`src/design/qmcf_pkg.sv`:
```
// Package: word types and constants for the quadratic map cycle finder.
package qmcf_pkg;

  localparam int unsigned ValueBits = 32;

  typedef logic [ValueBits-1:0] value_t;

  typedef struct packed {
    value_t modulus;
    value_t mult_coef;
    value_t add_const;
  } qmcf_in_t;

  typedef struct packed {
    value_t tail_length;
    value_t cycle_length;
    value_t off_cycle_count;
  } qmcf_out_t;

endpackage

```
`src/design/quadratic_map_cycle_finder.sv`:
```
// Floyd cycle finder for x -> (a*x*x + b) mod n with a bit-serial modular multiplier.
// The input word is accepted, then a and b are reduced mod n on the shared multiplier; each
// phase-one round takes 3 map steps + 1 compare, each tail step 2 steps + 1 compare plus one
// final compare, each cycle element 1 step + 1 compare; then the result word waits until taken.
// Throughput: one word at a time; the shared unit does one multiplier bit per cycle.
// Reset (rst_ni low, asynchronous) returns the sequencer to idle with no result pending.
module quadratic_map_cycle_finder
  import qmcf_pkg::*;
(
  input  logic      clk_i,
  input  logic      rst_ni,
  input  logic      in_valid_i,
  output logic      in_stall_o,
  input  qmcf_in_t  in_data_i,
  output logic      out_valid_o,
  input  logic      out_stall_i,
  output qmcf_out_t out_data_o
);

  localparam int unsigned CntBits = $clog2(ValueBits);
  localparam logic [CntBits-1:0] CntLast = CntBits'(ValueBits - 1);

  typedef enum logic [3:0] {
    ST_IDLE, ST_RED_A, ST_RED_B,
    ST_P1_S, ST_P1_F1, ST_P1_F2, ST_P1_CMP,
    ST_P2_CMP, ST_P2_S, ST_P2_F,
    ST_P3_F, ST_P3_CMP, ST_DONE
  } state_e;

  typedef enum logic [1:0] {SUB_MUL1, SUB_MUL2, SUB_ADD} sub_e;

  state_e state_q, state_d;
  sub_e   sub_q, sub_d;
  logic [CntBits-1:0] cnt_q, cnt_d;
  value_t n_q, n_d, a_q, a_d, b_q, b_d;
  value_t acc_q, acc_d, mcand_q, mcand_d, mult_q, mult_d, x_q, x_d;
  value_t slow_q, slow_d, fast_q, fast_d, mu_q, mu_d, lam_q, lam_d;
  qmcf_out_t out_q, out_d;

  // Shared unit: acc = (2*acc + bit*mcand) mod n, one multiplier bit per cycle
  logic [ValueBits+1:0] sum, n1, n2;
  value_t mul_res;
  logic   mul_last;
  logic [ValueBits:0] add_sum;
  value_t add_res;
  logic   step_done;
  logic   start;
  value_t start_v;
  value_t one_mod;

  always_comb begin
    n1  = {2'b00, n_q};
    n2  = {1'b0, n_q, 1'b0};
    sum = {1'b0, acc_q, 1'b0} + (mult_q[ValueBits-1] ? {2'b00, mcand_q} : '0);
    if (sum >= n2) begin
      mul_res = ValueBits'(sum - n2);
    end else if (sum >= n1) begin
      mul_res = ValueBits'(sum - n1);
    end else begin
      mul_res = ValueBits'(sum);
    end
    mul_last = (cnt_q == CntLast);
    // final add of b, both operands below n
    add_sum = {1'b0, acc_q} + {1'b0, b_q};
    add_res = (add_sum >= {1'b0, n_q}) ? ValueBits'(add_sum - {1'b0, n_q})
                                        : ValueBits'(add_sum);
    step_done = (sub_q == SUB_ADD);
    one_mod = (n_q == value_t'(1)) ? '0 : value_t'(1);
  end

  // Sequencer
  always_comb begin
    state_d = state_q;
    sub_d   = sub_q;
    cnt_d   = cnt_q;
    n_d     = n_q;
    a_d     = a_q;
    b_d     = b_q;
    acc_d   = acc_q;
    mcand_d = mcand_q;
    mult_d  = mult_q;
    x_d     = x_q;
    slow_d  = slow_q;
    fast_d  = fast_q;
    mu_d    = mu_q;
    lam_d   = lam_q;
    out_d   = out_q;
    start   = 1'b0;
    start_v = '0;

    // advance the multiplier in any state that runs it
    if (state_q == ST_RED_A || state_q == ST_RED_B ||
        ((state_q == ST_P1_S || state_q == ST_P1_F1 || state_q == ST_P1_F2 ||
          state_q == ST_P2_S || state_q == ST_P2_F || state_q == ST_P3_F) &&
         sub_q != SUB_ADD)) begin
      acc_d  = mul_res;
      mult_d = mult_q << 1;
      cnt_d  = cnt_q + 1'b1;
    end

    unique case (state_q)
      ST_IDLE: begin
        if (in_valid_i) begin
          if (in_data_i.modulus == '0) begin
            out_d.tail_length     = '0;
            out_d.cycle_length    = value_t'(1);
            out_d.off_cycle_count = '0;
            state_d = ST_DONE;
          end else begin
            n_d     = in_data_i.modulus;
            b_d     = in_data_i.add_const;
            mcand_d = (in_data_i.modulus == value_t'(1)) ? '0 : value_t'(1);
            mult_d  = in_data_i.mult_coef;
            acc_d   = '0;
            cnt_d   = '0;
            state_d = ST_RED_A;
          end
        end
      end
      ST_RED_A: begin
        if (mul_last) begin
          a_d     = mul_res;
          mcand_d = one_mod;
          mult_d  = b_q;
          acc_d   = '0;
          cnt_d   = '0;
          state_d = ST_RED_B;
        end
      end
      ST_RED_B: begin
        if (mul_last) begin
          b_d     = mul_res;
          slow_d  = '0;
          fast_d  = '0;
          start   = 1'b1;
          start_v = '0;
          state_d = ST_P1_S;
        end
      end
      ST_P1_S: begin
        if (step_done) begin
          slow_d  = add_res;
          start   = 1'b1;
          start_v = fast_q;
          state_d = ST_P1_F1;
        end
      end
      ST_P1_F1: begin
        if (step_done) begin
          start   = 1'b1;
          start_v = add_res;
          state_d = ST_P1_F2;
        end
      end
      ST_P1_F2: begin
        if (step_done) begin
          fast_d  = add_res;
          state_d = ST_P1_CMP;
        end
      end
      ST_P1_CMP: begin
        if (slow_q == fast_q) begin
          fast_d  = '0;
          mu_d    = '0;
          state_d = ST_P2_CMP;
        end else begin
          start   = 1'b1;
          start_v = slow_q;
          state_d = ST_P1_S;
        end
      end
      ST_P2_CMP: begin
        start   = 1'b1;
        start_v = slow_q;
        if (slow_q == fast_q) begin
          lam_d   = value_t'(1);
          state_d = ST_P3_F;
        end else begin
          state_d = ST_P2_S;
        end
      end
      ST_P2_S: begin
        if (step_done) begin
          slow_d  = add_res;
          start   = 1'b1;
          start_v = fast_q;
          state_d = ST_P2_F;
        end
      end
      ST_P2_F: begin
        if (step_done) begin
          fast_d  = add_res;
          mu_d    = mu_q + 1'b1;
          state_d = ST_P2_CMP;
        end
      end
      ST_P3_F: begin
        if (step_done) begin
          fast_d  = add_res;
          state_d = ST_P3_CMP;
        end
      end
      ST_P3_CMP: begin
        if (slow_q == fast_q) begin
          out_d.tail_length     = mu_q;
          out_d.cycle_length    = lam_q;
          out_d.off_cycle_count = n_q - lam_q;
          state_d = ST_DONE;
        end else begin
          lam_d   = lam_q + 1'b1;
          start   = 1'b1;
          start_v = fast_q;
          state_d = ST_P3_F;
        end
      end
      ST_DONE: begin
        if (!out_stall_i) begin
          state_d = ST_IDLE;
        end
      end
      default: state_d = ST_IDLE;
    endcase

    // map-step sub-sequence: t = a*x, t = t*x, then add b
    if (!start && state_q != ST_RED_A && state_q != ST_RED_B && mul_last &&
        sub_q != SUB_ADD) begin
      if (sub_q == SUB_MUL1) begin
        mcand_d = mul_res;
        mult_d  = x_q;
        acc_d   = '0;
        cnt_d   = '0;
        sub_d   = SUB_MUL2;
      end else begin
        sub_d = SUB_ADD;
      end
    end

    // launch a new map step on start_v
    if (start) begin
      x_d     = start_v;
      mult_d  = start_v;
      mcand_d = a_q;
      acc_d   = '0;
      cnt_d   = '0;
      sub_d   = SUB_MUL1;
    end
  end

  // Sequencer state, sub-step and bit counter
  always_ff @(posedge clk_i or negedge rst_ni) begin
    if (!rst_ni) begin
      state_q <= ST_IDLE;
      sub_q   <= SUB_MUL1;
      cnt_q   <= '0;
    end else begin
      state_q <= state_d;
      sub_q   <= sub_d;
      cnt_q   <= cnt_d;
    end
  end

  // Datapath words
  always_ff @(posedge clk_i) begin
    n_q     <= n_d;
    a_q     <= a_d;
    b_q     <= b_d;
    acc_q   <= acc_d;
    mcand_q <= mcand_d;
    mult_q  <= mult_d;
    x_q     <= x_d;
    slow_q  <= slow_d;
    fast_q  <= fast_d;
    mu_q    <= mu_d;
    lam_q   <= lam_d;
    out_q   <= out_d;
  end

  assign in_stall_o  = (state_q != ST_IDLE);
  assign out_valid_o = (state_q == ST_DONE);
  assign out_data_o  = out_q;

endmodule

```
`config.mk`:
```
export PLATFORM = sky130hd
export DESIGN_NAME = quadratic_map_cycle_finder
export DESIGN_NICKNAME = d
export VERILOG_FILES = /design/src/design/qmcf_pkg.sv /design/src/design/quadratic_map_cycle_finder.sv
export SDC_FILE = /design/constraint.sdc
export NUM_CORES = 1
export LEC_CHECK = 0
export BUFFER_PORTS_ARGS = -buffer_cell sky130_fd_sc_hd__buf_4
export CAP_MARGIN = 25
export CORE_MARGIN = 5
export CORE_UTILIZATION = 40
export CTS_BUF_LIST = sky130_fd_sc_hd__clkbuf_16
export DETAILED_ROUTE_END_ITERATION = 7
export PLACE_DENSITY_LB_ADDON = 0.05
export SYNTH_ARGS = -nofsm -noshare
export SYNTH_HDL_FRONTEND = slang
export SYNTH_SLANG_ARGS = --single-unit
```
`constraint.sdc`:
```
create_clock -name clk_i -period 11.5 [get_ports clk_i]
set_input_delay 1.15 -clock clk_i [delete_from_list [all_inputs] [get_ports clk_i]]
set_output_delay 1.15 -clock clk_i [all_outputs]
set_load 0.01 [all_outputs]
```
; After elaboration in Yosys (flattened, before gate mapping)
; Cells that the tools add are included.
[classes]
add_sub_neg = 9
magnitude_cmp = 3
eq_ne = 38
n_mux = 81
n_bitwise = 1
n_reduce_logical = 37
[ops]
columns = op, n
row1 = $mux 32, 36
row2 = $pmux 32 s2, 7
row3 = $mux 96, 3
row4 = $pmux 96 s2, 1
row5 = $pmux 32 s5, 1
row6 = $sub 32x32->32, 4
row7 = $pmux 32 s3, 1
row8 = $add 32x1->32 const B, 2
row9 = $eq 32x1->1 const B, 2
row10 = $pmux 4 s13, 1
row11 = $mux 4, 11
row12 = $mux 5, 7
row13 = $add 33x32->34, 1
row14 = $ge 34x32->1, 1
row15 = $ge 34x33->1, 1
row16 = $ne 2x2->1 const B, 17
row17 = $add 32x32->33, 1
row18 = $ge 33x32->1, 1
row19 = $eq 32x32->1, 1
row20 = $logic_not 32->1, 1
row21 = $eq 4x4->1 const B, 5
row22 = $eq 4x3->1 const B, 4
row23 = $reduce_and 3->1, 5
row24 = $reduce_bool 2->1, 6
row25 = 26 further kinds, 49
[totals]
regBits = 459
inputBits = 100
out_inout_bits = 98

; Logic depth before layout (Yosys ltp)
; Gate-level depths: netlist (run 1).
[depth]
ltp_word = 15
depth_mapped = 26
mapped_depth_nobuf = 24

; Least setup slack after synthesis (run 1)
; OpenSTA, ideal clock, no wires.
[synth_path]
kind = reg-to-reg
from = register state_q[3]
to = register out_q, in the netlist out_data_o[0] (enable)
t_arrival_ns = 8.078
required_time_ns = 10.817
path_slack_ns = 2.739
stages_incl_launch_ff = 7
path_buffers = 3
path_cell_list = dfrtp_1 -> clkbuf_1 -> nor2b_1 -> clkbuf_1 -> nand2_1 -> clkbuf_1 -> o21ai_0
[synth_between]
elab_chain_cells = 3
word_cells_on_any_way = 7
classes_between = eq/ne: 4 / reduce/logical: 3
[synth_lines]
columns = item, line_no
row1 = from (decl), quadratic_map_cycle_finder.sv:32  ; state_e state_q, state_d;
row2 = from (signal assigned), quadratic_map_cycle_finder.sv:256  ; state_q <= state_d;
row3 = $eq 4x4->1 / $logic_not 4->1 (equally long branches), quadratic_map_cycle_finder.sv:101  ; unique case (state_q)
row4 = $ne 2x2->1 (no source line) / $reduce_bool 2->1 (equally long branches), --
row5 = $reduce_and 4->1 (no source line) *, --
row6 = to (signal assigned), quadratic_map_cycle_finder.sv:275  ; out_q <= out_d;
row7 = to (decl), quadratic_map_cycle_finder.sv:38  ; qmcf_out_t out_q, out_d;
; Mark *: on every way between the ends. The rest lies on a longest branch, timed or not.
; A chain may end at the register's enable or synchronous reset.

; Worst setup path in the final report (run 1)
[layout_path]
from = register mult_q[31]
to = register b_q[22], data pin
[layout_between]
elab_chain_cells = 7
word_cells_on_any_way = 10
classes_between = add/sub: 3 / order compare: 2 / mux: 5
[layout_lines]
columns = item, line_no
row1 = from (decl), quadratic_map_cycle_finder.sv:36  ; value_t acc_q, acc_d, mcand_q, mcand_d, mult_q, mult_d, x_q, x_d;
row2 = from (signal assigned), quadratic_map_cycle_finder.sv:269  ; mult_q <= mult_d;
row3 = $mux 32 *, quadratic_map_cycle_finder.sv:54  ; sum = {1'b0, acc_q, 1'b0} + (mult_q[ValueBits-1] ? {2'b00, mcand_q} : '0);
row4 = $add 33x32->34 *, quadratic_map_cycle_finder.sv:54
row5 = $sub 32x32->32 / $ge 34x32->1 (equally long branches), "quadratic_map_cycle_finder.sv:58, quadratic_map_cycle_finder.sv:57"
row6 = $mux 32, quadratic_map_cycle_finder.sv:57  ; end else if (sum >= n1) begin
row7 = $mux 32 *, quadratic_map_cycle_finder.sv:55  ; if (sum >= n2) begin
row8 = named net mul_res[22], quadratic_map_cycle_finder.sv:42  ; value_t mul_res;
row9 = $mux 32 *, quadratic_map_cycle_finder.sv:131  ; if (mul_last) begin
row10 = $pmux 32 s2 *, quadratic_map_cycle_finder.sv:101
row11 = named net b_d[22], quadratic_map_cycle_finder.sv:35  ; value_t n_q, n_d, a_q, a_d, b_q, b_d;
row12 = to (signal assigned), quadratic_map_cycle_finder.sv:266  ; b_q <= b_d;
row13 = to (decl), quadratic_map_cycle_finder.sv:35
; The timed path passes the listed nets; every way through them passes the cells marked *. The select of a mux whose other input is x is not followed.

==> metrics.md, run 1 <==
| Metric | Value |
|---|---|
| Run status | `complete, no violations` |
| Wirelength per Cell | `25.7 µm` |
| Netlist cell types | `104` |
| IO Port Bufs | `197` |
| Crit path capture type | `register` |
| Post-route ant nets | `0` |
| Critical path class | `register to register` |
| Top post-synthesis cells by area | `edfxtp_1, ha_1, dfxtp_1` |
| DR DRC count | `0` |
| FILL cells | `7501` |
| Synthesis-stage register bit count | `459` |
| Core region area | `77100 µm²` |
| Final GP Congestion | `1.00` |
| CP Launch Type | `register` |
| Fin nets | `3769` |
| CP delay by family, top | `compound AO/OA/AOI/OAI gates` |
| Largest net degree at the start of global routing | `95` |
| Congestion Overflow GR | `0` |
| Dpl hpwl | `88700 µm` |
| Final min period | `7120 ps` |
| Clk buf depth | `3` |
| Tot GR Track Use | `27.1%` |
| Warnings from Yosys | `0` |
| Yosys top cell area share | `34.2%` |
| Initial antenna violation count | `6` |
| RSZ-0062 raised after global routing | `no` |
| Die Y | `288 µm` |
| Total clock sinks | `459` |
| Post-synth top cells | `edfxtp_1, nor2_1, nand2_1` |
| Overall die area | `82900 µm²` |
| Rows | `102` |
| Endpoints failing setup | `0` |
| Most used DFF post-synth | `edfxtp_1` |
| FMAX | `0.140 GHz` |
| Number of enable flip-flop cells after synthesis | `352` |
| Via Count | `26800` |
| Final wirelength | `117000 µm` |
| Skew-Pair Late Insertion Delay | `630 ps` |
| Worst-margin pin slew | `1020 ps` |
| Die width | `288 µm` |
| Most frequent CP cell | `a21oi_1` |
| Async set or reset register ratio after synthesis | `2.40%` |
| Resized Gates After CTS | `0` |
| M3 GR Usage | `3.62%` |
| Critical path required time | `11860 ps` |
| Area leader, netlist | `edfxtp_1` |
| CP Buf/Inv Count | `3` |
| Most common cell in the netlist | `edfxtp_1` |
| Via/cell ratio | `5.88` |
| First-pass GRT wire length | `169000 µm` |
| Worst Hold Class | `input pin to asynchronous set/reset pin` |
| Number of global-route vias before repair | `25800` |
| Setup bufs post-CTS | `0` |
| Fin crit share | `61.9%` |
| Worst path arrival time | `7490 ps` |
| Top Ports | `198` |
| Worst clock skew | `21.9 ps` |
| Slew HR | `31.9%` |
| GRT met2 Usage | `43.0%` |
| CP max FO | `53` |
| Syn_area_per_cell | `9.28 µm²` |
| CTS tree | `done` |
| H-tree depth | `2` |
| Met1 Usage GRT | `37.5%` |
| Iter 0 DRT Violations | `2590` |
| Max_cap viols | `0` |
| Sequential area share after synthesis | `41.3%` |
| Max stage delay cell, worst path | `dfxtp_1` |
| Inserted Diodes | `0` |
| CTS Hold Bufs | `0` |
| Setup TNS | `0 ps` |
| Slowest stage delay, CP | `690 ps` |
| Layout cells sized above 1 | `11.9%` |
| Area Growth Syn to Fin | `13.8%` |
| Mapped Area | `30900 µm²` |
| Root buffer cell | `clkbuf_16` |
| First-pass DRT Iterations | `5` |
| Clock transition at the registers of the reported paths | `60 ps` |
| Busiest grt layer | `met2` |
| Initial Util | `40.1%` |
| Final Hold Violating Endpoints | `0` |
| Post-Syn Instances | `3330` |
| Syn Nets | `3630` |
| Final max-slew violation count | `0` |
| CTS Buf Count | `54` |
-- sequential cells by signal, summed over array words and instances, names as in the netlist --
| signal | cells |
|---|---|
| mcand_q | 32 |
| fast_q | 32 |
| a_q | 32 |
| cnt_q | 5 |
| state_q | 4 |
| n_q | 32 |
| mu_q | 32 |
| x_q | 32 |
| mult_q | 32 |
| sub_q | 2 |
| lam_q | 32 |
| acc_q | 32 |
| out_data_o | 96 |
| b_q | 32 |
| slow_q | 32 |
-- cells by family after synthesis --
group | synth area share, %
AO/OA/AOI/OAI | 20.1
XOR/XNOR | 6.95
adder cells (fa/ha/maj) | 8.25
buffers and inverters | 4.10
flip-flops | 41.3
multiplexers | 2.56
AND/OR/NAND/NOR | 16.7
-- layer usage --
layer | vias to the layer above | part of all wire [%]
met5 | - | 0
met4 | 0 | 4.8
met1 | 13000 | 44
met2 | 1048 | 44
li1 | 12500 | -
met3 | 213 | 6.4
-- worst reg2reg max path: stages (launching register included) --
cell       delay [ps]
dfxtp_1           690
and2_1            210
ha_1              210
inv_1              80
fa_1              410
nand2b_1          190
a21oi_1           290
o21ai_1           230
a21o_1            230
a21boi_0          320
nor3_1            110
o31ai_1           280
xor2_1            320
ha_1              370
a21o_1            190
a21o_1            180
a21oi_1           180
o21bai_1           80
a21oi_1           140
nor2b_1            80
a2111oi_4         340
buf_4             660
inv_2             430
a21oi_1           230
a32oi_1           120
mux2_2            310
-- path summary, 6_finish.rpt --
| path | from | end | slack (ps) | cells after the start |
|---|---|---|---|---|
| max | mult_q[31] | b_q[22] | 4380 | 25 |
| min | rst_ni | state_q[3] | 360 | 1 |
| max reg2reg | mult_q[31] | b_q[22] | 4380 | 25 |
| min reg2reg | a_q[5] | mcand_q[5] | 460 | 2 |
| max in group asynchronous | rst_ni | state_q[0] | 10970 | 1 |
| min in group clk_i | a_q[5] | mcand_q[5] | 460 | 2 |
-- layout by cell type, fill, tap and decap left out, types with 8 or more instances in the layout --
| cell type | count |
|---|---|
| edfxtp_1 | 352 |
| nor2_1 | 312 |
| nand2_1 | 287 |
| a21oi_1 | 259 |
| buf_4 | 232 |
| o21ai_0 | 222 |
| ha_1 | 194 |
| inv_1 | 175 |
| xnor2_1 | 161 |
| nand3_1 | 103 |
| dfxtp_1 | 96 |
| xor2_1 | 84 |
| a21o_1 | 81 |
| and3_1 | 75 |
| clkbuf_16 | 56 |
| nand4_1 | 50 |
| nor3_1 | 46 |
| and2_1 | 42 |
| mux2i_1 | 39 |
| a22oi_1 | 38 |
| nand2b_1 | 37 |
| o211ai_1 | 33 |
| a211oi_1 | 32 |
| o21a_1 | 29 |
| a31oi_1 | 28 |
| nor4_1 | 28 |
| nor2b_1 | 28 |
| mux2_2 | 27 |
| a221oi_1 | 25 |
| o21bai_1 | 24 |
| o21ai_1 | 18 |
| or3_1 | 18 |
| a21oi_2 | 17 |
| o221ai_1 | 17 |
| o31ai_1 | 16 |
| clkinv_1 | 12 |
| a2111oi_0 | 11 |
| dfrtp_1 | 11 |
| or2_2 | 10 |
| clkinv_2 | 8 |
-- stage by stage --
step	area, µm²	std cells	utilization, %	hold slack (ps)	worst slack [ps]
final	35200	4554	45.6	360	4380
after global routing	35200	4554	45.6	348	3860
after CTS	35200	4554	45.6	330	4470
after detailed placement	33500	4453	43.4	443	4510
after global placement	33400	4451	43.4	431	4590
after floorplan	30900	3330	-	427	2740
-- cell type report --
class                   count  area [µm²]  share of cell area, %
clock buffers              56        1400                   3.99
clock inverters            45         307                  0.872
inverters                 163         613                   1.74
multi-input cells        2557       17000                   48.3
flip-flops and latches    459       12800                   36.3
well taps                1040        1300                   3.70
repair buffers            234        1770                   5.04
Power of run 1 is left out: the tool's default activity adds up to more than one toggle a clock period on the data nets, which glitch-free logic cannot reach.
==> run 2, diff against run 1 <==
- clock period: 11.5 -> 7.3 ns (I/O delays scaled with it)
==> metrics.md, run 2 (same netlist as run 1, synthesis figures left out) <==
| Metric | Value |
|---|---|
| FILL cells | `7524 (+0.31%)` |
| DR DRC count | `0 (unchanged)` |
| CP max FO | `26 (-51%)` |
| FMAX | `0.153 GHz (+8.8%)` |
| Slew HR | `33.2% (+1.3 points)` |
| Top Ports | `198 (unchanged)` |
| FF/Latch Area | `12800 µm² (unchanged)` |
| Critical path class | `register to register` |
| First-pass GRT wire length | `172000 µm (+1.6%)` |
| Via Count | `26800 (-0.13%)` |
| Area Growth Syn to Fin | `14.1%` |
| Final GP Congestion | `0.966 (-3.6%)` |
| Largest net degree at the start of global routing | `72 (-24%)` |
| Total clock sinks | `459 (unchanged)` |
| Fin crit share | `89.7% (+28 points)` |
| Worst Min Path Start | `in_data_i[78]` |
| Number of global-route vias before repair | `26000 (+0.83%)` |
| Die Y | `288 µm (unchanged)` |
| Crit path capture type | `register` |
| Layout cells sized above 1 | `12.3% (+0.36 points)` |
| CP Launch Type | `register` |
| Iter 0 DRT Violations | `2089 (-19%)` |
| Setup TNS | `0 ps (unchanged)` |
| Hold EP | `n_q[14]` |
| H-tree depth | `2 (unchanged)` |
| Initial antenna violation count | `3 (-3)` |
| Max stage delay cell, worst path | `a2111oi_4` |
| Crit-path cells | `buf_4, and2_1, ha_1, a211oi_1, o211ai_1, a31oi_1, nor3_1, or3_1, a21oi_1, nor2_1, xor2_1, ha_1, or2_1, a311oi_1, o21ai_1, a21oi_2, a211oi_1, a2111oi_4, buf_4, nor2_1, a21oi_2, o21ai_0` |
| Final max-slew violation count | `0 (unchanged)` |
| Max reg flops | `96 (unchanged)` |
| Congestion Overflow GR | `0 (unchanged)` |
| Resized Gates After CTS | `0 (unchanged)` |
| Most frequent cells in the layout | `edfxtp_1, nor2_1, nand2_1` |
| Root buffer cell | `clkbuf_16` |
| Initial Util | `40.1% (unchanged)` |
| Worst clock skew | `18.4 ps (-3.55 ps)` |
| Dpl hpwl | `91800 µm (+3.4%)` |
| Wirelength per Cell | `25.9 µm (+0.82%)` |
| Fin nets | `3781 (+0.32%)` |
| Area of the multi-input gates | `17000 µm² (about the same)` |
| Endpoints failing setup | `0 (unchanged)` |
| CTS Buf Count | `53 (-1.9%)` |
| Worst Hold Class | `input pin to register` |
| Clk buf depth | `3 (unchanged)` |
| Reg-to-reg critical path endpoint | `b_q[7]` |
| Overall die area | `82900 µm² (unchanged)` |
| Post-layout instance area | `35300 µm² (+0.30%)` |
| Critical path required time | `7610 ps (-4250 ps)` |
| Core region area | `77100 µm² (unchanged)` |
| Max_cap viols | `0 (unchanged)` |
| First-pass DRT Iterations | `5 (unchanged)` |
| Final Hold Violating Endpoints | `0 (unchanged)` |
| Hold Path Depth | `1` |
| Rows | `102 (unchanged)` |
| Clock transition at the registers of the reported paths | `60 ps (about the same)` |
| Worst path arrival time | `6860 ps (-630 ps)` |
| Post-DP Area | `33600 µm² (+0.32%)` |
| Worst R2R Path Depth | `22 (-12%)` |
| Slowest stage delay, CP | `550 ps (-140 ps)` |
| Worst-margin pin slew | `994 ps (-28.1 ps)` |
| CTS tree | `done` |
| Die width | `288 µm (unchanged)` |
| CP Launch Point | `mult_q[31]` |
| Via/cell ratio | `5.86 (-0.40%)` |
| Final wirelength | `118000 µm (+1.1%)` |
| Run status | `complete, no violations` |
| RR Startpoint | `mult_q[31]` |
| IO Port Bufs | `197 (unchanged)` |
| Skew-Pair Late Insertion Delay | `610 ps (-20 ps)` |
| Smallest hold slack | `301 ps (-58.9 ps)` |
| Post-route ant nets | `0 (unchanged)` |
| R2r setup slk | `750 ps (-3620 ps)` |
| Tot GR Track Use | `27.6% (+0.46 points)` |
| RSZ-0062 raised after global routing | `no` |
| Final min period | `6550 ps (-576 ps)` |
| Commonest non-fill, non-tap cell in the layout | `edfxtp_1` |
==> run 2: critical path: cells and delay by family (launching register included) <==
family	cells	cell delay, ps
buffers and inverters	2	700
xor gates and xnor gates	1	290
AOI/OAI and AO/OA	11	3150
DFF	1	350
and+or+nand+nor	6	1150
adders and majority gates	2	600
==> run 2: how the worst max path moves through the flow <==
stage / to / slack [ps] / cells past startpoint
after CTS: b_q[7] / 780 / 22
after global routing: b_q[23] / 270 / 22
after global placement: b_q[7] / 920 / 22
after detailed placement: b_q[7] / 820 / 22
final: b_q[7] / 750 / 22
after floorplan: out_data_o[0] / 1130 / 6
==> run 2: through the flow <==
stage	setup slack, ps	utilization (%)	std cells
6_report	752	45.7	4566
4_1_cts	782	45.7	4565
2_1_floorplan	1130	-	3330
3_5_place_dp	821	43.5	4465
3_3_place_gp	916	43.5	4463
5_1_grt	268	45.7	4565
==> run 2: timing repair <==
item	4_1_cts	5_1_grt
endpoints found under the hold margin	11	0
hold buffers	1	0
setup buffers	0	0
==> run 2: final cells by class <==
cell class	count	area share (%)
Antenna cell	1	0.00710
Clock buffer	54	3.83
Clock inverter	45	0.976
Inverter	163	1.74
Multi-Input combinational cell	2557	48.2
Sequential cell	459	36.2
Tap cell	1040	3.69
Timing Repair Buffer	247	5.39
==> run 2: routing by layer <==
layer,track usage [%],up-vias,routed length [µm]
met5,0,-,8
met4,9.26,2,4430
met3,4.89,168,8230
met2,44.8,986,54000
met1,37.3,13000,51500
li1,-,12600,-
Power of run 2 is left out for the same reason.
==> run 3, diff against run 2 <==
- ABC_AREA: unset -> 1
- CORE_MARGIN: 5 -> 4
==> metrics.md, run 3 <==
| Metric | Value |
|---|---|
| CP Launch Type | `register` |
| Run status | `complete, no violations` |
| Wirelength per Cell | `23.0 µm (-11%)` |
| Async set or reset register ratio after synthesis | `2.40% (unchanged)` |
| Initial antenna violation count | `5 (+2)` |
| Area Growth Syn to Fin | `13.2%` |
| Max stage delay cell, worst path | `dfxtp_1` |
| Max reg flops | `96 (unchanged)` |
| Fin crit share | `87.2% (-2.5 points)` |
| Largest net degree at the start of global routing | `70 (-2.8%)` |
| Overall die area | `92100 µm² (+11%)` |
| Via/cell ratio | `5.46 (-6.7%)` |
| IO Port Bufs | `197 (unchanged)` |
| Most common cell in the netlist | `nand2_1` |
| Synthesis-stage register bit count | `459 (unchanged)` |
| Initial Util | `40.3% (+0.19 points)` |
| Netlist cell types | `62 (-40%)` |
| Syn Nets | `5161 (+42%)` |
| Rows | `108 (+5.9%)` |
| Clock transition at the registers of the reported paths | `70 ps (about the same)` |
| RSZ-0062 raised after global routing | `no` |
| Final GP Congestion | `0.989 (+2.3%)` |
| Crit path capture type | `register` |
| CP Launch Point | `mult_q[31]` |
| FMAX | `0.157 GHz (+2.9%)` |
| Post-route ant nets | `0 (unchanged)` |
| Top Ports | `198 (unchanged)` |
| Setup TNS | `0 ps (unchanged)` |
| Total clock sinks | `459 (unchanged)` |
| CP max FO | `20 (-23%)` |
| Root buffer cell | `clkbuf_16` |
| Slowest stage delay, CP | `780 ps (+230 ps)` |
| Clk buf depth | `3 (unchanged)` |
| Final Hold Violating Endpoints | `0 (unchanged)` |
| Commonest non-fill, non-tap cell in the layout | `nand2_1` |
| Core region area | `86800 µm² (+13%)` |
| Sequential area share after synthesis | `36.5% (-4.8 points)` |
| Die Y | `304 µm (+5.4%)` |
| Warnings from Yosys | `0 (unchanged)` |
| Most frequent CP cell | `nand2_1` |
| Final wirelength | `143000 µm (+21%)` |
| Syn_area_per_cell | `7.19 µm² (-23%)` |
| First-pass GRT wire length | `209000 µm (+21%)` |
| Worst path arrival time | `6690 ps (-170 ps)` |
| Tot GR Track Use | `30.3% (+2.7 points)` |
| Most used DFF post-synth | `edfxtp_1` |
| CTS Buf Count | `56 (+5.7%)` |
| Worst Hold Class | `input pin to register` |
| Dpl hpwl | `113000 µm (+23%)` |
| Iter 0 DRT Violations | `3212 (+54%)` |
| FILL cells | `9224 (+23%)` |
| Yosys top cell area share | `30.3% (-4.0 points)` |
| Skew-Pair Late Insertion Delay | `630 ps (+20 ps)` |
| Worst-margin pin slew | `979 ps (-14.8 ps)` |
| Layout cells sized above 1 | `8.99% (-3.3 points)` |
| Max_cap viols | `0 (unchanged)` |
| Hold Path Depth | `1 (unchanged)` |
| First-pass DRT Iterations | `6 (+1)` |
| Most frequent cells in the layout | `nand2_1, inv_1, nor2_1` |
| Post-synth top cells | `nand2_1, inv_1, nor2_1` |
| Resized Gates After CTS | `0 (unchanged)` |
| Post-route setup slack | `935 ps (+183 ps)` |
| Mapped Area | `34900 µm² (+13%)` |
| RR Startpoint | `mult_q[31]` |
| Smallest hold slack | `298 ps (-3.18 ps)` |
| CTS tree | `done` |
| Slew HR | `34.8% (+1.6 points)` |
| Via Count | `34100 (+27%)` |
| Number of global-route vias before repair | `32100 (+23%)` |
| Top post-synthesis cells by area | `edfxtp_1, nand2_1, inv_1` |
| Critical path required time | `7630 ps (+20 ps)` |
| H-tree depth | `2 (unchanged)` |
| Post-Syn Instances | `4861 (+46%)` |
| Fin nets | `5328 (+41%)` |
| Worst Min Path Start | `in_data_i[69]` |
| Congestion Overflow GR | `0 (unchanged)` |
| Worst R2R Path Depth | `29 (+32%)` |
| Final max-slew violation count | `0 (unchanged)` |
| Endpoints failing setup | `0 (unchanged)` |
| Worst clock skew | `38.7 ps (+20.3 ps)` |
| Number of enable flip-flop cells after synthesis | `352 (unchanged)` |
| Pre-CTS WS | `1000 ps (+183 ps)` |
| DR DRC count | `0 (unchanged)` |
| Die width | `304 µm (+5.4%)` |
| Critical path class | `register to register` |
| Area leader, netlist | `edfxtp_1` |
| Final min period | `6370 ps (-183 ps)` |
run 3: worst max-delay path, delay by kind of cell, from the launching register on:
kind	cells	cell delay, ps
XOR/XNOR	1	490
AND/OR/NAND/NOR	17	1930
adder cells (fa/ha/maj)	3	1110
AO/OA/AOI/OAI	3	1020
buffers and inverters	5	730
flip-flops	1	780
run 3: repair_timing:
action / 4_1_cts / 5_1_grt
buffers inserted: 0 / 0
hold endpoints to repair: 11 / 0
hold buffers: 1 / 0
run 3: logic make-up after synthesis:
kind of cell / synth area share [%]
AND/OR/NAND/NOR: 30.3
buffers and inverters: 9.40
AO/OA/AOI/OAI: 13.0
flip-flops: 36.5
adder cells (fa/ha/maj): 7.29
XOR/XNOR: 3.46
run 3: final cells by class:
class                   count  area (µm²)  share of cell area, %
flip-flops and latches    459       12800                   32.3
diodes                      3        7.51                 0.0190
multi-input cells        3572       19000                   48.0
clock buffers              56        1400                   3.54
inverters                 703        2640                   6.68
well taps                1155        1450                   3.65
clock inverters            49         512                   1.29
repair buffers            236        1810                   4.57
run 3: worst paths after layout:
path,endpoint,slack [ps]
max in group asynchronous,sub_q[1],6590
min in group asynchronous,state_q[0],540
worst min register to register,mult_q[10],480
worst min-delay path,n_q[5],300
worst max register to register,b_q[21],930
worst max-delay path,b_q[21],930
run 3: per-layer routing:
metal	GRT usage, %	vias up	share of wire (%)
li1	-	16500	-
met1	42.9	16200	45
met2	47.7	1193	44
met3	3.34	208	6.5
met4	11.8	0	4.0
met5	0	-	0
run 3: per-stage QoR:
step / cells / area (µm²) / util, %
final: 6233 / 39600 / 45.6
after global routing: 6230 / 39500 / 45.6
after detailed placement: 6124 / 37600 / 43.4
after floorplan: 4861 / 34900 / -
after CTS: 6230 / 39500 / 45.6
after global placement: 6122 / 37600 / 43.3
Power of run 3 is left out for the same reason.
